<file path="src/design/e2c_ldiv.sv">
// Pipelined restoring divider, one quotient bit per stage
module e2c_ldiv #(
  parameter int QW = 18,
  parameter int DW = 11
) (
  input  logic             clk,
  input  logic             en,
  input  logic [QW+DW-1:0] num,
  input  logic [DW-1:0]    den,
  output logic [QW-1:0]    quo
);

  logic [DW-1:0] rem_r [QW];
  logic [QW-1:0] low_r [QW];
  logic [QW-1:0] q_r   [QW];

  for (genvar k = 0; k < QW; k++) begin : g_step
    logic [DW-1:0] rem_in;
    logic [QW-1:0] low_in;
    logic [QW-1:0] q_in;
    logic [DW:0]   trial;
    logic          take;
    logic [DW-1:0] rem_nxt;
    logic [QW-1:0] low_nxt;
    logic [QW-1:0] q_nxt;

    // quotient fits QW bits, so the top slice starts below the divisor
    if (k == 0) begin : g_first
      assign rem_in = num[QW+DW-1:QW];
      assign low_in = num[QW-1:0];
      assign q_in   = '0;
    end else begin : g_next
      assign rem_in = rem_r[k-1];
      assign low_in = low_r[k-1];
      assign q_in   = q_r[k-1];
    end

    assign trial   = {rem_in, low_in[QW-1]};
    assign take    = trial >= {1'b0, den};
    assign rem_nxt = take ? DW'(trial - {1'b0, den}) : DW'(trial);
    assign low_nxt = low_in << 1;
    assign q_nxt   = {q_in[QW-2:0], take};

    always_ff @(posedge clk) begin
      if (en) begin
        rem_r[k] <= rem_nxt;
        low_r[k] <= low_nxt;
        q_r[k]   <= q_nxt;
      end
    end
  end

  assign quo = q_r[QW-1];

endmodule

</file>
<file path="config.mk">
export PLATFORM = sky130hd
export DESIGN_NAME = e2c_ldiv
export DESIGN_NICKNAME = d
export VERILOG_FILES = /design/src/design/e2c_ldiv.sv
export SDC_FILE = /design/constraint.sdc
export NUM_CORES = 1
export LEC_CHECK = 0
export BUFFER_PORTS_ARGS = -buffer_cell sky130_fd_sc_hd__buf_2
export CAP_MARGIN = 25
export CELL_PAD_IN_SITES_DETAIL_PLACEMENT = 1
export CELL_PAD_IN_SITES_GLOBAL_PLACEMENT = 1
export CORE_AREA = 4 4 233 235
export CTS_CLUSTER_SIZE = 28
export DETAILED_ROUTE_END_ITERATION = 10
export DIE_AREA = 0 0 237 239
export PLACE_DENSITY_LB_ADDON = 0.1
export SYNTH_ARGS = -nofsm -noshare
export SYNTH_HDL_FRONTEND = slang
export SYNTH_SLANG_ARGS = --single-unit
export TNS_END_PERCENT = 1
</file>
<file path="constraint.sdc">
create_clock -name clk -period 3.3 [get_ports clk]
set_input_delay 0.165 -clock clk [delete_from_list [all_inputs] [get_ports clk]]
set_output_delay 0.165 -clock clk [all_outputs]
set_load 0.005 [all_outputs]
</file>
Word-level counts from Yosys, hierarchy flattened

Memory sizes are Yosys's and may differ from the RTL's.
Cells that the tools add are included.

Register bits after elaboration: 0
RAM bits: 828
Input bits: 42
Output and inout port bits: 18
Logic and storage cells: 59
Memories kept: 3

Memories:

| memory | words | width | rd ports | clocked after Yosys merged registers in | write ports | RTL line | source |
|---|---|---|---|---|---|---|---|
| q_r    | 18    | 18    | 18       | 0                                       | 18          | 15       | `logic [QW-1:0] q_r [QW];` |
| low_r  | 18    | 17    | 17       | 0                                       | 18          | 14       | `logic [QW-1:0] low_r [QW];` |
| rem_r  | 18    | 11    | 17       | 0                                       | 18          | 13       | `logic [DW-1:0] rem_r [QW];` |

Add/subtract/negate cells: 18
Order comparisons: 18
Muxes and demuxes: 20

Operators with widths:

| kind           | number |
|---|---|
| $ge 12x11->1   | 18 |
| $mux 11        | 18 |
| $sub 11x11->11 | 18 |
| $mux 1         | 2 |

Longest topological paths before layout

An unclocked memory read counts as a cell.

Depth in word-level cells: 3
Gate-level depth with buffers: 9
Gate-level depth less buffers: 8

Least setup slack after synthesis

No wires, ideal clock.

Path kind: register -> register
From: memory low_r[11][16] in the netlist's numbering
To: memory rem_r[12][3] (data pin)
Library setup time: 0.262 ns
Arrival: 2.055 ns
Data required time: 3.038 ns
Path slack: 0.983 ns
Cell stages (with the launch flop): 10
Clock period less this slack: 2.317 ns
Cell sequence: edfxtp_1 -> inv_1 -> ha_1 -> fa_1 -> nand2b_1 -> a21oi_1 -> o2111ai_2 -> nand3_2 -> buf_4 -> mux2_1

RTL lines:

| what            | RTL line |
|---|---|
| start, declared | 14 |
| end, declared   | 13 |

==> flow_summary.toml <==
[cts]
postCtsSetupBuffers = 0
cts_root_buffer = "clkbuf_16"
clock-sinks = 511
tritoncts = "done"
clk_pin_slew_ns = 0.06
numCtsBuffers = 55
clockBufferDepth = 3
ctsResizeCount = 0
clock_latency_ns = 0.61
htree_levels = 2

[worst_setup_path]
required_ns = 3.64
crit_fanout = 8
crit_arrival_ns = 3.01
worstPathCellList = "inv_1, ha_1, fa_1, nand2b_1, a21oi_1, o21ai_1, nand3_1, buf_4, mux2_1"
rrSetupSlack_ns = 0.63
startpoint_type = "flop"
crit_slowest_cell = "fa_1"
rr_endpoint = "rem_r[4][6]$_DFFE_PP_"
critical_path_class = "reg -> reg"
rr_startpoint = "low_r[3][16]$_DFFE_PP_"
cpPeakStageDelay_ns = 0.40
ff2ff_path_depth = 9
critPathCaptureType = "flop"

[timing]
timing.fmax_mhz = 375
finalClockSkew_ns = 0.0115
drv_slew = 0
rsz0062_at_grt = "false"
setup_viol = 0
finalCritPeriodShare_pct = 80.8
setup_tns_ns = 0
tightest_slew_ns = 0.826
fin_ws_ns = 0.634
min_period_ns = 2.67
max_slew_margin_pct = 44.9
finalHoldViolations = 0

[die]
die_area_mm2 = 0.0566
coreArea_mm2 = 0.0522
die_w_um = 237
num_rows = 84
pin_count = 60
start_util_pct = 52.5
die_h_um = 239

[route]
drt_first_pass_iters = 5
drt-initial-drc-count = 977
route.detailed.drc = 0
avgViaCountPerCell = 5.88
wire_per_inst_um = 21.1
wirelength_um = 62800
ant_nets = 0
vias = 17500

[yosys]
synth_cell_types = 62
synth_flop_cell = "edfxtp_1"
synth_edf_count = 511
synth_nets = 2342
yosysTopAreaCell = "edfxtp_1"
avgSynthCellArea_um2 = 13.2
synth-seq-cells = 511
synth_top_area_share_pct = 55.9
yosysWarnings = 0
synth_area_mm2 = 0.0274
synth-seq-area-share_pct = 55.9
async_flop_share_pct = 0
synth_area_leaders = "edfxtp_1 (56%), ha_1 (9.0%), mux2_1 (4.1%)"
synthCells = 2085

[placed_design]
dp.cells = 2844
port_buffers = 59
gp_congestion = 0.866
dp_slack_ns = 0.375
hpwlAfterDp_um = 42900

[worst_hold_path]
min_from = "num[22]"
hold_depth = 3
hold-path-endpoint = "rem_r[0][5]$_DFFE_PP_"
hp-class = "in -> reg"

[power]
pwr_density_cell_mw_per_mm2 = 914
ir_drop_v = 0.000522
leakagePower_nw = 11.6

[finish]
fin_cells = 2973
fin_util_pct = 59.4
fin_nets = 2497
layout_common_cells = "edfxtp_1 (511), ha_1 (198), nor2_1 (169)"
n_antenna_cell = 0
final_common_cell = "edfxtp_1"
drive_gt1_share_pct = 11.5
syn_to_final_growth_pct = 13.2

[run]
drv_cap = 0

[global_route]
track_usage_pct = 22.2
grt-ovfl-total = 0
grt_pass1_wl_um = 101000
antenna_found_initial = 0
grt_pass1_vias = 18700
grt_max_degree = 101

[run_status]
status = "finished clean"
==> metal layers <==
layer	GRT usage, %	wire (µm)	share of wire (%)	up-vias
met5	0	0	0	-
met1	28.2	27000	43	8732
met2	40.5	32400	52	234
met3	2.84	1880	3.0	91
li1	-	-	-	8439
met4	5.56	1490	2.4	0
==> what timing repair did <==
action                                  4_1_cts  5_1_grt
hold buffers                                 27        0
endpoints found under the hold margin        27        0
endpoints found under the setup margin        0        0
==> Yosys cell counts, types with 38 or more instances <==
cell type / number
ha_1: 198
xnor2_1: 81
nor3_1: 38
o21ai_0: 43
nor2b_1: 43
o21a_1: 80
mux2i_1: 50
mux2_1: 100
a21oi_1: 102
nand2b_1: 42
nand3_1: 49
mux2_2: 45
nor2_1: 169
nand2_1: 51
edfxtp_1: 511
inv_1: 103
==> registers in the layout, summed over array words and instances, names as in the netlist <==
register and count:
low_r 153, q_r 171, rem_r 187
==> per-stage QoR <==
step,hold slack [ns],area [µm²],power (mW)
2_1_floorplan,0.264,27400,18.9
3_3_place_gp,0.341,28800,21.1
3_5_place_dp,0.343,28800,21.8
4_1_cts,0.0176,31100,28.6
5_1_grt,0.0282,31100,30.3
6_report,0.0509,31100,28.4
==> kinds of logic (layout without fill, tap and decap cells) <==
| kind of cell | Yosys count | count (layout) | share of synthesized area [%] |
|---|---|---|---|
| buf+inv | 129 | 329 | 2.10 |
| simple gates | 507 | 507 | 9.82 |
| fa+ha+maj | 215 | 215 | 10.3 |
| mux | 199 | 199 | 8.00 |
| compound gates | 438 | 438 | 11.1 |
| xor+xnor | 86 | 86 | 2.75 |
| flops | 511 | 511 | 55.9 |
==> how the worst max path moves through the flow <==
stage                            start                      end  slack, ns
2_1_floorplan  low_r[11][16]$_DFFE_PP_   rem_r[12][3]$_DFFE_PP_       0.98
3_3_place_gp                    den[0]  rem_r[15][10]$_DFFE_PP_       0.47
3_5_place_dp                    den[0]    rem_r[6][4]$_DFFE_PP_       0.38
4_1_cts        low_r[12][16]$_DFFE_PP_  rem_r[13][10]$_DFFE_PP_       0.59
5_1_grt         low_r[7][16]$_DFFE_PP_    rem_r[8][2]$_DFFE_PP_       0.48
6_report        low_r[3][16]$_DFFE_PP_    rem_r[4][6]$_DFFE_PP_       0.63
==> worst max-delay path: cells and delay by family, from the launching register on <==
family | cells | cell delay (ns)
compound gates | 2 | 0.34
fa+ha+maj | 2 | 0.61
flops | 1 | 0.36
buf+inv | 2 | 0.30
mux | 1 | 0.35
simple gates | 2 | 0.45
==> final cells by class <==
| class | instances | area [µm²] |
|---|---|---|
| fillers | 5079 | 21200 |
| flip-flops and latches | 511 | 15300 |
| multi-input cells | 1445 | 11500 |
| clock buffers | 59 | 1410 |
| repair buffers | 124 | 1010 |
| well taps | 688 | 861 |
| clock inverters | 43 | 527 |
| inverters | 103 | 387 |
==> report_power, final <==
group | leakage (nW) | total [mW] | internal (mW) | switching, mW
Combinational | 5.74 | 11.7 | 5.40 | 6.31
Clock | 0.932 | 6.55 | 3.97 | 2.58
Sequential | 4.97 | 10.1 | 9.32 | 0.798
Total | 11.6 | 28.4 | 18.7 | 9.69
Note: power is estimated with default switching activity, not from simulation.
