--- src/design/e2c_pkg.sv ---
// Shared types, constants and tables for the equirect-to-cubemap address core
package e2c_pkg;

  localparam int MAX_WIDTH_DEF    = 8192;
  localparam int MAX_HEIGHT_DEF   = 4096;
  localparam int CORDIC_STEPS_DEF = 16;

  localparam int FACE_W  = 3;
  localparam int COORD_W = 11;
  localparam int SRCW_W  = 14;
  localparam int SRCH_W  = 13;
  localparam int CHAN_W  = 3;
  localparam int SRCX_W  = 13;
  localparam int SRCY_W  = 12;
  localparam int SIDX_W  = 27;
  localparam int DIDX_W  = 24;

  localparam int CFG_DATA_W = 14;
  localparam int CFG_IDX_W  = 2;

  localparam logic [CFG_IDX_W-1:0] CFG_SRC_WIDTH  = 2'd0;
  localparam logic [CFG_IDX_W-1:0] CFG_SRC_HEIGHT = 2'd1;
  localparam logic [CFG_IDX_W-1:0] CFG_CHANNELS   = 2'd2;

  localparam logic [SRCW_W-1:0] SRC_WIDTH_RST  = 14'd2048;
  localparam logic [SRCH_W-1:0] SRC_HEIGHT_RST = 13'd1024;
  localparam logic [CHAN_W-1:0] CHANNELS_RST   = 3'd4;

  localparam logic [FACE_W-1:0] FACE_POS_X = 3'd0;
  localparam logic [FACE_W-1:0] FACE_NEG_X = 3'd1;
  localparam logic [FACE_W-1:0] FACE_POS_Y = 3'd2;
  localparam logic [FACE_W-1:0] FACE_NEG_Y = 3'd3;
  localparam logic [FACE_W-1:0] FACE_POS_Z = 3'd4;
  localparam logic [FACE_W-1:0] FACE_NEG_Z = 3'd5;

  // Q2.16 direction vectors, Q16 radian angles
  localparam int Q_FRAC    = 16;
  localparam int Q_ONE     = 65536;
  localparam int VEC_W     = 19;
  localparam int CORD_W    = 21;
  localparam int ANG_W     = 20;
  localparam int ATAN_W    = 17;
  localparam int PI_Q      = 205887;
  localparam int HALF_PI_Q = 102944;
  localparam int TWO_PI_Q  = 411774;
  localparam int THETA_W   = 19;
  localparam int PHI_W     = 18;

  // 2*col*2^16/fm1 is at most 2^17
  localparam int UDIV_Q_W = Q_FRAC + 2;

  // sqrt of x*x + z*z, sum below 2^34
  localparam int RAD_IN_W  = 34;
  localparam int RAD_STEPS = 17;
  localparam int RAD_W     = 17;

  typedef struct packed {
    logic [FACE_W-1:0]  face;
    logic [COORD_W-1:0] col;
    logic [COORD_W-1:0] row;
  } in_t;

  typedef struct packed {
    logic [SRCX_W-1:0] src_x;
    logic [SRCY_W-1:0] src_y;
    logic [SIDX_W-1:0] src_index;
    logic [DIDX_W-1:0] dst_index;
  } out_t;

  function automatic logic [ATAN_W-1:0] atan_q(input int k);
    logic [ATAN_W-1:0] v;
    case (k)
      0:  v = 17'd51472;
      1:  v = 17'd30386;
      2:  v = 17'd16055;
      3:  v = 17'd8150;
      4:  v = 17'd4091;
      5:  v = 17'd2047;
      6:  v = 17'd1024;
      7:  v = 17'd512;
      8:  v = 17'd256;
      9:  v = 17'd128;
      10: v = 17'd64;
      11: v = 17'd32;
      12: v = 17'd16;
      13: v = 17'd8;
      14: v = 17'd4;
      15: v = 17'd2;
      16: v = 17'd1;
      default: v = '0;
    endcase
    return v;
  endfunction

endpackage

--- src/design/e2c_radius.sv ---
// Pipelined floor(sqrt(x*x + z*z)): square, sum, then one root bit per stage
module e2c_radius (
  input  logic                              clk,
  input  logic                              en,
  input  logic signed [e2c_pkg::VEC_W-1:0]  xi,
  input  logic signed [e2c_pkg::VEC_W-1:0]  zi,
  output logic        [e2c_pkg::RAD_W-1:0]  r
);

  localparam int NW = e2c_pkg::RAD_IN_W;
  localparam int SW = NW - 1;
  localparam int NS = e2c_pkg::RAD_STEPS;
  localparam int PW = 2 * e2c_pkg::VEC_W;

  logic signed [PW-1:0] sqx, sqz;
  logic [SW-1:0] xsq_r, zsq_r;
  logic [NW-1:0] sum_r;
  logic [NW-1:0] nn_r [NS];
  logic [NW-1:0] rr_r [NS];

  assign sqx = xi * xi;
  assign sqz = zi * zi;

  always_ff @(posedge clk) begin
    if (en) begin
      xsq_r <= SW'(sqx);
      zsq_r <= SW'(sqz);
      sum_r <= {1'b0, xsq_r} + {1'b0, zsq_r};
    end
  end

  for (genvar k = 0; k < NS; k++) begin : g_step
    localparam logic [NW-1:0] BIT = NW'(1) << (2 * (NS - 1 - k));
    logic [NW-1:0] nn_in, rr_in;
    logic [NW:0]   trial;
    logic          take;
    logic [NW-1:0] nn_nxt, rr_nxt;

    if (k == 0) begin : g_first
      assign nn_in = sum_r;
      assign rr_in = '0;
    end else begin : g_next
      assign nn_in = nn_r[k-1];
      assign rr_in = rr_r[k-1];
    end

    assign trial  = {1'b0, rr_in} + {1'b0, BIT};
    assign take   = {1'b0, nn_in} >= trial;
    assign nn_nxt = take ? NW'({1'b0, nn_in} - trial) : nn_in;
    assign rr_nxt = take ? (rr_in >> 1) + BIT : rr_in >> 1;

    always_ff @(posedge clk) begin
      if (en) begin
        nn_r[k] <= nn_nxt;
        rr_r[k] <= rr_nxt;
      end
    end
  end

  assign r = e2c_pkg::RAD_W'(rr_r[NS-1]);

endmodule

--- config.mk ---
export PLATFORM = sky130hd
export DESIGN_NAME = e2c_radius
export DESIGN_NICKNAME = d
export VERILOG_FILES = /design/src/design/e2c_pkg.sv /design/src/design/e2c_radius.sv
export SDC_FILE = /design/constraint.sdc
export NUM_CORES = 2
export LEC_CHECK = 0
export BUFFER_PORTS_ARGS = -buffer_cell sky130_fd_sc_hd__buf_2
export CORE_ASPECT_RATIO = 1.75
export CORE_UTILIZATION = 40
export DETAILED_ROUTE_END_ITERATION = 10
export GPL_ROUTABILITY_DRIVEN = 0
export SETUP_SLACK_MARGIN = 0.05
export SLEW_MARGIN = 10
export SYNTH_ARGS = -nofsm -noshare
export SYNTH_HDL_FRONTEND = slang
export SYNTH_SLANG_ARGS = --single-unit
--- constraint.sdc ---
create_clock -name clk -period 24.3 [get_ports clk]
set_input_delay 3.645 -clock clk [delete_from_list [all_inputs] [get_ports clk]]
set_output_delay 3.645 -clock clk [all_outputs]
set_load 0.1 [all_outputs]
After elaboration in Yosys (flattened, before gate mapping)
Memory sizes are Yosys's and may differ from the RTL's.
Cells that the tools add are included.

storage, ports and cells
  memories kept = 2
  bits in writable memories = 1156
  input bits = 40
  register bits after elaboration = 100
  word-level logic and storage cells = 110

operators by class
  multiply operators = 2
  $add $sub $neg = 50
  order comparisons = 17
  muxes and demuxes = 36

memories
  memory  words  bits a word  rd ports  clocked after Yosys merged registers in  write ports  RTL line          RTL
  nn_r    17     34           16        0                                        17           e2c_radius.sv:18  logic [NW-1:0] nn_r [NS];
  rr_r    17     34           17        0                                        17           e2c_radius.sv:19  logic [NW-1:0] rr_r [NS];

operators with widths
  kind                                                              number
  34-bit two-way mux                                                33
  34-bit by 35-bit greater-or-equal comparator with 1-bit output    16
  34-bit subtractor                                                 16
  19-bit by 19-bit multiplier with 33-bit output                    2
  34-bit by 1-bit adder with 35-bit output, second input constant   1
  34-bit by 11-bit adder with 35-bit output, second input constant  1
  34-bit by 13-bit adder with 35-bit output, second input constant  1
  34-bit by 15-bit adder with 35-bit output, second input constant  1
  34-bit by 17-bit adder with 35-bit output, second input constant  1
  34-bit by 19-bit adder with 35-bit output, second input constant  1
  34-bit by 21-bit adder with 35-bit output, second input constant  1
  34-bit by 23-bit adder with 35-bit output, second input constant  1
  34-bit by 25-bit adder with 35-bit output, second input constant  1
  34-bit by 27-bit adder with 35-bit output, second input constant  1
  34-bit by 29-bit adder with 35-bit output, second input constant  1
  34-bit by 3-bit adder with 35-bit output, second input constant   1
  34-bit by 31-bit adder with 35-bit output, second input constant  1
  34-bit by 5-bit adder with 35-bit output, second input constant   1
  34-bit by 7-bit adder with 35-bit output, second input constant   1
  34-bit by 9-bit adder with 35-bit output, second input constant   1
  33-bit by 1-bit adder with 34-bit output, second input constant   1
  33-bit by 11-bit adder with 34-bit output, second input constant  1
  33-bit by 13-bit adder with 34-bit output, second input constant  1
  33-bit by 15-bit adder with 34-bit output, second input constant  1
  other kinds (17)                                                  18

Longest topological paths before layout
An unclocked memory read counts as a cell.

  word-level depth = 4
  gate-level depth with buffers = 26
  gate-level depth less buffers = 25

Least setup slack after synthesis
Ideal clock, no wire load.

  path type = input to register
  from = in zi[18] (netlist name)
  to = reg zsq_r[32] (data pin)
  data arrival time = 9.853 ns
  setup slack = 14.185 ns
  path buffers = 2
  cell stages on the path = 23
  library setup time = 0.262 ns
  cell sequence = clkbuf_1 > clkbuf_1 > nand2_1 > inv_1 > fa_1 > fa_1 > inv_1 > fa_1 > inv_1 > fa_1 > fa_1 > fa_1 > ha_1 > ha_1 > and3_4 > a221oi_1 > o311ai_1 > or3_1 > nor4_1 > nor3_2 > a211o_1 > a21oi_1 > xor2_1

on the way
  word-level cells in the longest chain between the ends = 1

RTL lines
  element                                         RTL line          RTL
  start: declaration                              e2c_radius.sv:6   input logic signed [e2c_pkg::VEC_W-1:0] zi,
  19-bit by 19-bit multiplier with 33-bit output  e2c_radius.sv:22  assign sqz = zi * zi;
  net sqz[32]                                     e2c_radius.sv:15  logic signed [PW-1:0] sqx, sqz;
  end signal: assignment                          e2c_radius.sv:27  zsq_r <= SW'(sqz);
  end: declaration                                e2c_radius.sv:16  logic [SW-1:0] xsq_r, zsq_r;

The timed path passes the listed nets, and every way through them passes these cells.
A chain may end at the register's enable or synchronous reset.

Worst setup path in the final report
Ends and elaborated chain as after synthesis.

==> summary.md <==
| Metric | Value |
|---|---|
| Post-route ant nets | 0 |
| Worst reg2reg path endpoint | nn_r[0][336] |
| Synth area leader | edfxtp_1 |
| Total CTS buffers | 82 |
| Crit Path Category | in2reg |
| Layout Cells excl Fill | 7001 |
| Final count of hold timing violations | 0 |
| Post-cts resize count | 0 |
| Synthesis-to-layout area growth | 8.695% |
| Reg clk slew, reported paths | 0.06 ns |
| Min Tclk post-route | 9.860 ns |
| Post-route DRC | 0 |
| Hold Crit Class | reg2reg |
| Most frequent cells in the layout | 925 x inv_1, 795 x edfxtp_1, 590 x fa_1, 411 x ha_1, 387 x nand2_1 |
| Commonest non-fill, non-tap cell in the layout | inv_1 |
| Post-DP Area | 0.06037 mm2 |
| TritonCTS clock tree | built |
| Ys async rst share | 0% |
| Dominant synthesized flop cell | edfxtp_1 |
| Largest net degree at the start of global routing | 194 |
| Die ar. | 0.1468 mm2 |
| Share of Yosys cell area claimed by the top area cell type | 41.10% |
| Clk_lat worst skew | 0.67 ns |
| Slew margin rel. | 15.74% |
| Antenna violations before repair | 3 |
| CORE AREA | 0.1439 mm2 |
| Register bit total from synthesis | 795 |
| Root Buffer Master | clkbuf_16 |
| Outcome | finished clean |
| Fin crit share | 40.57% |
| Drt initial violations | 1476 |
| Max Slew Vio Count | 0 |
| Fmax | 0.1014 GHz |
| Required @ worst endpoint | 24.69 ns |
| Synth Net Count | 6072 |
| Ratio of cells with drive above 1 in the final layout | 5.118% |
| Iteration count of the initial detailed-routing pass | 5 |
| Total grt overflow | 0 |
| YS warnings | 0 |
| Setup crit end kind | flip-flop |
| CP Launch Type | input port |
| Worst r2r src | nn_r[0][290] |
| Finished Core Util | 43.88% |
| Vias in the first global route | 39830 |
| Post-CTS setup repair buffer count | 0 |
| EDFF count, synth | 795 |
| Via density | 5.100 |
| Chip height | 506.1 um |
| Cell total after placement | 6847 |
| Worst Hold End | nn_r[0][30] |
| Register area share after synthesis | 41.10% |
| Final setup TNS | 0 ns |
| Drt wl/cell | 18.44 um |
| Hold_sp | g_step[0].nn_in[30] |
| Post-layout instance area | 0.06314 mm2 |
| Hold path cells | 0 |
| Clock sink count | 795 |
| Syn Area/Cell | 11.55 um2 |
| DP HPWL | 103900 um |
| # setup viols final | 0 |
| R2R depth | 9 |
| Die X | 290.1 um |
| Cell Rows | 184 |
| DRT Wirelength | 129100 um |
| Total number of vias | 35700 |
| Sequential cell area | 0.02387 mm2 |
| Synth area leaders | edfxtp_1 41%, fa_1 20%, ha_1 8.9% |
| RSZ-0062 raised after global routing | false |
| Max Cap Violations | 0 |
| Hold_buf cts | 0 |
| Final setup skew | 0.03005 ns |
| GR Util All Layers | 17.98% |
| Worst-Margin Slew | 1.264 ns |
| CTS max path bufs | 3 |
| Fillers | 13260 |
| H-tree Lvls | 3 |
| Top Ports | 57 |
| Initial Util | 40.37% |
| First-pass GRT wire length | 202800 um |
| Data arrival, critical path | 10.25 ns |
| Layout Nets | 6112 |
| Port bufs | 56 |
| Flop-to-flop setup slack | 19.83 ns |
| Post-synthesis cell type count | 89 |
| Mapped Area | 0.05809 mm2 |
| Post-synthesis cell count | 5031 |
| Worst-path maximum fanout | 29 |
| Multi-input gate area | 0.03027 mm2 |
metal layers:
layer | global-route usage [%] | wire (um) | vias up
li1 | - | - | 16880
met1 | 13.07 | 34660 | 17770
met2 | 39.58 | 80100 | 671
met3 | 1.668 | 2982 | 381
met4 | 14.23 | 11360 | 0
met5 | 0 | 0 | -
stage by stage:
step / hold WS (ns) / worst slack, ns
after global routing: 0.4063 / 14.02
final: 0.4110 / 14.44
after floorplan: 0.4003 / 14.18
after CTS: 0.4058 / 14.42
after detailed placement: 0.4045 / 13.75
after global placement: 0.4010 / 13.77
sequential cells by signal, summed over array words and instances (netlist names):
name / flops
zsq_r: 32
xsq_r: 32
g_step.nn_in: 34
rr_r: 153
nn_r: 544
critical path, cell delays in order:
cell      delay, ns
buf_2          0.41
nand2_1        0.18
inv_1          0.14
fa_1           0.56
fa_1           0.58
inv_1          0.05
fa_1           0.50
inv_1          0.06
fa_1           0.52
fa_1           0.44
fa_1           0.49
ha_1           0.30
ha_1           0.36
and3_4         0.21
a221oi_1       0.32
o311ai_1       0.17
or3_1          0.34
nor4_1         0.32
nor3_2         0.13
a211o_1        0.27
a21oi_1        0.17
xor2_1         0.08
synth_stat cells (all sizes together) (19+ instances only):
cell and number:
inv 926, edfxtp 795, fa 590, ha 411, nand2 388, xnor2 225, nor2 214, a21oi 178
o21ai 143, and2 117, xor2 108, nor3 91, clkbuf 88, nor4 86, a21o 71, nand2b 58
o21a 58, nand3 54, nor2b 51, nand4 37, buf 27, o31ai 27, or3 27, mux2 22
or4 20, and3 19
worst max-delay path by stage:
stage	to	cells past startpoint	from
3_3_place_gp	zsq_r[32]	22	zi[18]
3_5_place_dp	zsq_r[32]	22	zi[18]
5_1_grt	zsq_r[32]	22	zi[18]
4_1_cts	zsq_r[32]	22	zi[18]
2_1_floorplan	zsq_r[32]	23	zi[18]
6_report	zsq_r[32]	22	zi[18]
cell type report:
class	instances	area share [%]
Clock inverter	57	1.052
Clock buffer	95	3.327
Inverter	926	5.505
Sequential cell	795	37.81
Tap cell	1860	3.686
Timing Repair Buffer	71	0.6777
Antenna cell	2	0.007926
Multi-Input combinational cell	3195	47.94
logic make-up after synthesis:
| group | Yosys count | share of synthesized area (%) |
|---|---|---|
| xor+xnor | 333 | 5.021 |
| buf+inv | 1041 | 6.828 |
| fa+ha+maj | 1001 | 29.18 |
| flops | 795 | 41.10 |
| simple gates | 1231 | 10.74 |
| compound gates | 598 | 6.530 |
| mux | 32 | 0.5988 |
Power is left out: the tool's default activity adds up to more than one toggle a clock period on the data nets, which glitch-free logic cannot reach.
