[config.mk]
export PLATFORM = sky130hd
export DESIGN_NAME = e2c_cordic
export DESIGN_NICKNAME = d
export VERILOG_FILES = /design/src/design/e2c_pkg.sv /design/src/design/e2c_cordic.sv
export SDC_FILE = /design/constraint.sdc
export NUM_CORES = 2
export LEC_CHECK = 0
export BUFFER_PORTS_ARGS = -buffer_cell sky130_fd_sc_hd__clkbuf_2
export CORE_MARGIN = 4
export CORE_UTILIZATION = 37
export DETAILED_ROUTE_END_ITERATION = 10
export GPL_ROUTABILITY_DRIVEN = 0
export SETUP_SLACK_MARGIN = 0.15
export SYNTH_ARGS = -nofsm -noshare
export SYNTH_HDL_FRONTEND = slang
export SYNTH_SLANG_ARGS = --single-unit
[constraint.sdc]
create_clock -name clk -period 5.25 [get_ports clk]
set_input_delay 1.05 -clock clk [delete_from_list [all_inputs] [get_ports clk]]
set_output_delay 1.05 -clock clk [all_outputs]
set_load 0.02 [all_outputs]
[src/design/e2c_pkg.sv]
// Shared types, constants and tables for the equirect-to-cubemap address core
package e2c_pkg;

  localparam int MAX_WIDTH_DEF    = 8192;
  localparam int MAX_HEIGHT_DEF   = 4096;
  localparam int CORDIC_STEPS_DEF = 16;

  localparam int FACE_W  = 3;
  localparam int COORD_W = 11;
  localparam int SRCW_W  = 14;
  localparam int SRCH_W  = 13;
  localparam int CHAN_W  = 3;
  localparam int SRCX_W  = 13;
  localparam int SRCY_W  = 12;
  localparam int SIDX_W  = 27;
  localparam int DIDX_W  = 24;

  localparam int CFG_DATA_W = 14;
  localparam int CFG_IDX_W  = 2;

  localparam logic [CFG_IDX_W-1:0] CFG_SRC_WIDTH  = 2'd0;
  localparam logic [CFG_IDX_W-1:0] CFG_SRC_HEIGHT = 2'd1;
  localparam logic [CFG_IDX_W-1:0] CFG_CHANNELS   = 2'd2;

  localparam logic [SRCW_W-1:0] SRC_WIDTH_RST  = 14'd2048;
  localparam logic [SRCH_W-1:0] SRC_HEIGHT_RST = 13'd1024;
  localparam logic [CHAN_W-1:0] CHANNELS_RST   = 3'd4;

  localparam logic [FACE_W-1:0] FACE_POS_X = 3'd0;
  localparam logic [FACE_W-1:0] FACE_NEG_X = 3'd1;
  localparam logic [FACE_W-1:0] FACE_POS_Y = 3'd2;
  localparam logic [FACE_W-1:0] FACE_NEG_Y = 3'd3;
  localparam logic [FACE_W-1:0] FACE_POS_Z = 3'd4;
  localparam logic [FACE_W-1:0] FACE_NEG_Z = 3'd5;

  // Q2.16 direction vectors, Q16 radian angles
  localparam int Q_FRAC    = 16;
  localparam int Q_ONE     = 65536;
  localparam int VEC_W     = 19;
  localparam int CORD_W    = 21;
  localparam int ANG_W     = 20;
  localparam int ATAN_W    = 17;
  localparam int PI_Q      = 205887;
  localparam int HALF_PI_Q = 102944;
  localparam int TWO_PI_Q  = 411774;
  localparam int THETA_W   = 19;
  localparam int PHI_W     = 18;

  // 2*col*2^16/fm1 is at most 2^17
  localparam int UDIV_Q_W = Q_FRAC + 2;

  // sqrt of x*x + z*z, sum below 2^34
  localparam int RAD_IN_W  = 34;
  localparam int RAD_STEPS = 17;
  localparam int RAD_W     = 17;

  typedef struct packed {
    logic [FACE_W-1:0]  face;
    logic [COORD_W-1:0] col;
    logic [COORD_W-1:0] row;
  } in_t;

  typedef struct packed {
    logic [SRCX_W-1:0] src_x;
    logic [SRCY_W-1:0] src_y;
    logic [SIDX_W-1:0] src_index;
    logic [DIDX_W-1:0] dst_index;
  } out_t;

  function automatic logic [ATAN_W-1:0] atan_q(input int k);
    logic [ATAN_W-1:0] v;
    case (k)
      0:  v = 17'd51472;
      1:  v = 17'd30386;
      2:  v = 17'd16055;
      3:  v = 17'd8150;
      4:  v = 17'd4091;
      5:  v = 17'd2047;
      6:  v = 17'd1024;
      7:  v = 17'd512;
      8:  v = 17'd256;
      9:  v = 17'd128;
      10: v = 17'd64;
      11: v = 17'd32;
      12: v = 17'd16;
      13: v = 17'd8;
      14: v = 17'd4;
      15: v = 17'd2;
      16: v = 17'd1;
      default: v = '0;
    endcase
    return v;
  endfunction

endpackage

[src/design/e2c_cordic.sv]
// Pipelined vectoring CORDIC: atan2(yi, xi) in Q16 radians
module e2c_cordic #(
  parameter int STEPS = e2c_pkg::CORDIC_STEPS_DEF
) (
  input  logic                              clk,
  input  logic                              en,
  input  logic signed [e2c_pkg::VEC_W-1:0]  xi,
  input  logic signed [e2c_pkg::VEC_W-1:0]  yi,
  output logic signed [e2c_pkg::ANG_W-1:0]  ang
);

  localparam int CW = e2c_pkg::CORD_W;
  localparam int AW = e2c_pkg::ANG_W;
  localparam logic signed [AW-1:0] HALF_PI = AW'(e2c_pkg::HALF_PI_Q);

  logic signed [CW-1:0] x_r [STEPS+1];
  logic signed [CW-1:0] y_r [STEPS+1];
  logic signed [AW-1:0] a_r [STEPS+1];
  logic                 zero_r [STEPS+1];

  logic signed [CW-1:0] xe, ye;
  logic signed [CW-1:0] x_nxt, y_nxt;
  logic signed [AW-1:0] a_nxt;
  logic                 zero_nxt;

  assign xe       = CW'(xi);
  assign ye       = CW'(yi);
  assign zero_nxt = (xi == '0) && (yi == '0);

  // quarter turn into the right half plane
  always_comb begin
    if (xi < 0) begin
      if (yi >= 0) begin
        x_nxt = ye;
        y_nxt = -xe;
        a_nxt = HALF_PI;
      end else begin
        x_nxt = -ye;
        y_nxt = xe;
        a_nxt = -HALF_PI;
      end
    end else begin
      x_nxt = xe;
      y_nxt = ye;
      a_nxt = '0;
    end
  end

  always_ff @(posedge clk) begin
    if (en) begin
      x_r[0]    <= x_nxt;
      y_r[0]    <= y_nxt;
      a_r[0]    <= a_nxt;
      zero_r[0] <= zero_nxt;
    end
  end

  for (genvar k = 0; k < STEPS; k++) begin : g_step
    logic signed [CW-1:0] dx, dy;
    logic signed [AW-1:0] at_k;
    logic signed [CW-1:0] xs_nxt, ys_nxt;
    logic signed [AW-1:0] as_nxt;

    assign dx   = x_r[k] >>> k;
    assign dy   = y_r[k] >>> k;
    assign at_k = AW'(e2c_pkg::atan_q(k));

    always_comb begin
      if (y_r[k] > 0) begin
        xs_nxt = x_r[k] + dy;
        ys_nxt = y_r[k] - dx;
        as_nxt = a_r[k] + at_k;
      end else begin
        xs_nxt = x_r[k] - dy;
        ys_nxt = y_r[k] + dx;
        as_nxt = a_r[k] - at_k;
      end
    end

    always_ff @(posedge clk) begin
      if (en) begin
        x_r[k+1]    <= xs_nxt;
        y_r[k+1]    <= ys_nxt;
        a_r[k+1]    <= as_nxt;
        zero_r[k+1] <= zero_r[k];
      end
    end
  end

  // zero vector reads as angle zero
  assign ang = zero_r[STEPS] ? '0 : a_r[STEPS];

endmodule

* Word-level counts from Yosys, hierarchy flattened
Memory sizes are Yosys's and may differ from the RTL's.
Cells that the tools add are included.
** Storage, ports and cells
- Register bits :: 0
- Bits in latches :: 0
- Bits in writable memories :: 1071
- Memory bits (read-only) :: 0
- Bits of input ports :: 40
- Output and inout port bits :: 20
- Memories kept :: 4
** Cells by class
- $add $sub $neg :: 97
- Multiply operators :: 0
- Divide/modulo/power cells :: 0
- Magnitude comparators :: 18
- Equality and inequality tests :: 0
- Shifts and indexed selects :: 0
- Mux-type cells :: 57
- Bitwise logic cells :: 0
- Reduce and logical (&&, ||, !) cells :: 3
** Memories
- x_r :: depth 17, bits a word 21, read ports 16, clocked after Yosys merged registers in 0, wr ports 17, line e2c_cordic.sv:16 : logic signed [CW-1:0] x_r [STEPS+1];
- y_r :: depth 17, bits a word 21, read ports 16, clocked after Yosys merged registers in 0, wr ports 17, line e2c_cordic.sv:17 : logic signed [CW-1:0] y_r [STEPS+1];
- a_r :: depth 17, bits a word 20, read ports 17, clocked after Yosys merged registers in 0, wr ports 17, line e2c_cordic.sv:18 : logic signed [AW-1:0] a_r [STEPS+1];
- zero_r :: depth 17, bits a word 1, read ports 17, clocked after Yosys merged registers in 0, wr ports 17, line e2c_cordic.sv:19 : logic zero_r [STEPS+1];
** Operators by type and width (count)
- $mux 21 :: 36
- $mux 20 :: 19
- $gt 21x1->1 const B :: 16
- $add 21x10->21 :: 2
- $add 21x11->21 :: 2
- $add 21x12->21 :: 2
- $add 21x13->21 :: 2
- $add 21x14->21 :: 2
- $add 21x15->21 :: 2
- $add 21x16->21 :: 2
- $add 21x17->21 :: 2
- $add 21x18->21 :: 2
- $add 21x19->21 :: 2
- $add 21x20->21 :: 2
- $add 21x6->21 :: 2
- $add 21x7->21 :: 2
- $add 21x8->21 :: 2
- $add 21x9->21 :: 2
- $neg 19->21 :: 2
- $sub 21x10->21 :: 2
- $sub 21x11->21 :: 2
- $sub 21x12->21 :: 2
- $sub 21x13->21 :: 2
- $sub 21x14->21 :: 2
- 47 further kinds :: 62

* Depth between registers and ports, before layout
- Word-level depth :: 3
- Gate-level depth with buffers :: 22

* Worst setup path after synthesis
OpenSTA, ideal clock, no wires.
- Path kind :: reg-to-reg
- Start point :: memory y_r[0][48] in the netlist's numbering
- End point :: memory x_r[0][83] in the netlist's numbering, data pin
- Arrival :: 4836 ps
- Data required time :: 4995 ps
- Setup slack :: 159 ps
- Stages on the path, launching flop included :: 21
- Buffers on the path :: 1
- Cell sequence :: edfxtp_1 or4_1 nor4_1 and3b_1 nand2_1 or3_1 nor2b_1 inv_2 buf_2 nor2_1 xnor2_1 ha_1 nor2b_1 o31a_1 o221a_2 nor2_1 o31ai_1 o211ai_1 a31oi_1 or4_1 and3_1
** RTL lines (line)
- start: declaration :: e2c_cordic.sv:17
- end: declaration :: e2c_cordic.sv:16

==> flow_results.xml <==
<?xml version="1.0" encoding="UTF-8"?>
<metrics>
  <group name="final_layout">
    <metric name="ratio_of_cells_with_drive_above_1_in_the_final_layout" unit="%">6.746</metric>
    <metric name="design.final.nets" unit="">9119</metric>
    <metric name="post-route-util" unit="%">41.46</metric>
    <metric name="layout.filler_cells" unit="">19680</metric>
    <metric name="mostFrequentLayoutCell" unit="">sky130_fd_sc_hd__edfxtp_1</metric>
    <metric name="areaGrowthSynthToFinish" unit="%">11.46</metric>
    <metric name="layout_common_cells" unit="">sky130_fd_sc_hd__edfxtp_1 (953), sky130_fd_sc_hd__ha_1 (858), sky130_fd_sc_hd__nor2_1 (728)</metric>
    <metric name="multi_input_comb_area" unit="mm2">0.04540</metric>
    <metric name="ff_latch_area" unit="mm2">0.02862</metric>
    <metric name="postLayoutCellArea" unit="mm2">0.08482</metric>
  </group>
  <group name="synth">
    <metric name="synth_cells" unit="">7944</metric>
    <metric name="average_footprint_of_a_synthesized_cell" unit="um2">9.579</metric>
    <metric name="total_of_warnings_raised_by_yosys" unit="">0</metric>
    <metric name="ys_async_sr_fraction" unit="%">0</metric>
    <metric name="synth_cell_type_count" unit="">89</metric>
    <metric name="synth_seq_area_share" unit="%">37.61</metric>
    <metric name="netlist_area" unit="mm2">0.07609</metric>
    <metric name="synthFlopType" unit="">sky130_fd_sc_hd__edfxtp_1</metric>
    <metric name="synth.ff_latch_count" unit="">953</metric>
    <metric name="edff_count_synth" unit="">953</metric>
  </group>
  <group name="route">
    <metric name="first_pass_iters" unit="">6</metric>
    <metric name="drt_drc_violations_left" unit="">0</metric>
    <metric name="ant_nets" unit="">0</metric>
    <metric name="detailroute.via_count" unit="">59610</metric>
    <metric name="drt-wirelength-per-cell" unit="um">17.38</metric>
    <metric name="drt-vias-per-instance" unit="">5.438</metric>
    <metric name="detail_route.wirelength" unit="um">190500</metric>
    <metric name="drt_iter0_drc" unit="">4348</metric>
  </group>
  <group name="global_route">
    <metric name="initial_antenna_violation_count" unit="">3</metric>
    <metric name="vias_in_the_first_global_route" unit="">56970</metric>
    <metric name="globalRouteTotalUtil" unit="%">17.38</metric>
    <metric name="grt_first_pass_wirelength" unit="um">302600</metric>
    <metric name="globalRouteOverflowTotal" unit="">0</metric>
    <metric name="maximum_number_of_pins_on_one_net_before_global_route_repair" unit="">118</metric>
  </group>
  <group name="critical_path">
    <metric name="worstPathArrival" unit="ps">5390</metric>
    <metric name="r2r.worst_path.cells" unit="">20</metric>
    <metric name="path_cells" unit="">nor4_2, nand2b_1, nor2_1, nand2_1, or3_1, nor2b_2, inv_2, buf_4, a21oi_1, xnor2_1, ha_1, or3_1, o221a_2, nor2_2, o31ai_1, buf_4, o211ai_1, a31oi_2, or4_1, and3_1</metric>
    <metric name="reg2reg_from" unit="">y_r[0][56]$_DFFE_PP_</metric>
    <metric name="reg2reg_setup_slack" unit="ps">350</metric>
    <metric name="cpPeakStageDelay" unit="ps">510</metric>
    <metric name="slowest_stage" unit="">sky130_fd_sc_hd__edfxtp_1</metric>
    <metric name="crit_path_start" unit="">y_r[0][56]$_DFFE_PP_</metric>
    <metric name="critical_path_required" unit="ps">5740</metric>
    <metric name="crit_path_max_fanout" unit="">8</metric>
    <metric name="worst_path_class_setup" unit="">flip-flop to flip-flop</metric>
    <metric name="cp-end-kind" unit="">flip-flop</metric>
    <metric name="r2r_end" unit="">x_r[0][83]$_DFFE_PP_</metric>
    <metric name="cp-start-kind" unit="">flip-flop</metric>
  </group>
  <group name="timing">
    <metric name="final_hold_viol_count" unit="">0</metric>
    <metric name="fin_skew" unit="ps">60.89</metric>
    <metric name="max_slew_violations" unit="">0</metric>
    <metric name="setup_slack" unit="ps">348.8</metric>
    <metric name="rsz0062_at_grt" unit="">true</metric>
    <metric name="timing_worst_slew_pin_value" unit="ps">1234</metric>
    <metric name="maxClockFrequency" unit="GHz">0.2040</metric>
    <metric name="timing.final.crit_period" unit="ps">4901</metric>
    <metric name="finalSetupViolCount" unit="">0</metric>
    <metric name="final.period_utilization" unit="%">93.36</metric>
    <metric name="worst_slew_margin_rel" unit="%">16.55</metric>
  </group>
  <group name="cts">
    <metric name="clkSlewWorstSetupHoldPaths" unit="ps">60</metric>
    <metric name="worstSkewPairLatency" unit="ps">750</metric>
    <metric name="htree_num_levels" unit="">3</metric>
    <metric name="clock-sinks" unit="">953</metric>
    <metric name="clock-root-buffer" unit="">sky130_fd_sc_hd__clkbuf_16</metric>
    <metric name="cts-buffers-inserted" unit="">108</metric>
    <metric name="postCtsHoldBufs" unit="">0</metric>
    <metric name="cts_tree" unit="">yes</metric>
    <metric name="clk_path_buf_depth" unit="">3</metric>
  </group>
  <group name="floorplanning">
    <metric name="core_area" unit="mm2">0.2046</metric>
    <metric name="start_util" unit="%">37.19</metric>
    <metric name="design.portCount" unit="">60</metric>
    <metric name="die-area" unit="mm2">0.2130</metric>
    <metric name="dieHeight" unit="um">461.5</metric>
    <metric name="die_span_x" unit="um">461.5</metric>
    <metric name="row_count" unit="">166</metric>
  </group>
  <group name="placed_design">
    <metric name="placed_wire_length_estimate_after_detailed_placement" unit="um">149900</metric>
    <metric name="placed_area" unit="mm2">0.08071</metric>
    <metric name="dp_worst_setup_slack" unit="ps">-145.9</metric>
    <metric name="placement.io_buffers" unit="">59</metric>
  </group>
  <group name="job">
    <metric name="max_cap_viol_count" unit="">0</metric>
  </group>
  <group name="outcome">
    <metric name="status" unit="">finished clean</metric>
  </group>
  <group name="worst_hold_path">
    <metric name="timing.hold.worst_endpoint" unit="">zero_r[0][2]$_DFFE_PP_</metric>
    <metric name="hold_path.class" unit="">flip-flop to flip-flop</metric>
    <metric name="hold-path-cell-count" unit="">0</metric>
    <metric name="min-delay-start" unit="">zero_r[0][1]$_DFFE_PP_</metric>
  </group>
</metrics>
==> cells by family (layout without fill, tap and decap cells) <==
group / count (synthesis) / in the layout / share of synthesized area, %
XOR/XNOR: 972 / 972 / 11.19
adder cells (fa/ha/maj): 901 / 901 / 15.24
flip-flops: 953 / 953 / 37.61
other: 1 / 4 / 0.004928
multiplexers: 26 / 26 / 0.3601
buffers and inverters: 623 / 949 / 3.085
AO/OA/AOI/OAI: 2106 / 2106 / 17.48
AND/OR/NAND/NOR: 2362 / 2362 / 15.03
==> worst max-delay path by stage <==
| stage | end | slack, ps | depth (start not counted) |
|---|---|---|---|
| after global routing | y_r[0][83]$_DFFE_PP_ | -10 | 20 |
| final | x_r[0][83]$_DFFE_PP_ | 350 | 20 |
| after global placement | x_r[0][250]$_DFFE_PP_ | -160 | 17 |
| after detailed placement | x_r[0][248]$_DFFE_PP_ | -150 | 17 |
| after CTS | y_r[0][186]$_DFFE_PP_ | 170 | 17 |
| after floorplan | x_r[0][83]$_DFFE_PP_ | 160 | 20 |
==> synthesized netlist by cell type, drive strengths merged, types with 73 or more instances <==
cell,count,area [um2]
o21a,87,653.1
a21o,238,1788
nor4,83,538.0
o21bai,73,548.0
a21oi,662,3313
o21ai,455,2281
edfxtp,953,28620
nand2,534,2004
or3,98,613.1
o31ai,98,735.7
nand3,156,785.8
clkbuf,111,416.7
nor3,206,1042
inv,494,1854
and3,83,519.3
xnor2,673,5894
nor2,730,2740
nor2b,146,913.4
xor2,299,2619
ha,858,10740
nand2b,102,640.6
==> sequential cells by signal (all words and copies together), names as in the netlist <==
name,count
y_r,336
a_r,300
zero_r,17
x_r,300
==> metrics by stage <==
step | TNS (ps) | hold slack [ps] | cells
2_1_floorplan | 0 | 400.3 | 7945
6_report | 0 | 406.3 | 10960
3_5_place_dp | -317.5 | 404.5 | 10740
4_1_cts | 0 | 414.4 | 10940
5_1_grt | -12.16 | 419.4 | 10960
3_3_place_gp | -374.4 | 400.9 | 10740
==> layout make-up <==
class / instances / share of cell area, %
antenna: 2 / 0.005901
clock buffer: 123 / 3.303
clock inverter: 80 / 1.092
inverter: 499 / 2.217
multi-input combinational: 6369 / 53.53
sequential: 953 / 33.74
tap: 2688 / 3.965
timing repair buffer: 246 / 2.142
timing repair inverter: 1 / 0.005901
==> routing by layer <==
metal  vias up  wire (um)  share of wire (%)  GRT usage [%]
met5         -          0                  0              0
met4         0       5586                2.9          5.007
met3       256       9669                5.1          2.235
met2      1335      87140                 46          28.73
met1     28390      88050                 46          23.80
li1      29620          -                  -              -
==> worst max-delay path, delay by kind of cell, from the launching register on <==
kind            cells  cell delay [ps]
xor+xnor            1              140
flops               1              510
simple gates       10             2540
fa+ha+maj           1              220
buf+inv             3              390
compound gates      5              840
==> repair_timing <==
| item | in CTS | in global routing |
|---|---|---|
| pin swaps | 0 | 10 |
| cloned | 0 | 1 |
| setup endpoints to repair | 10 | 106 |
| setup buffers | 0 | 17 |
| resized for setup | 7 | 69 |
Power is not shown: default switching activity piles up to over one toggle a cycle in this logic, so the estimate is an artifact.
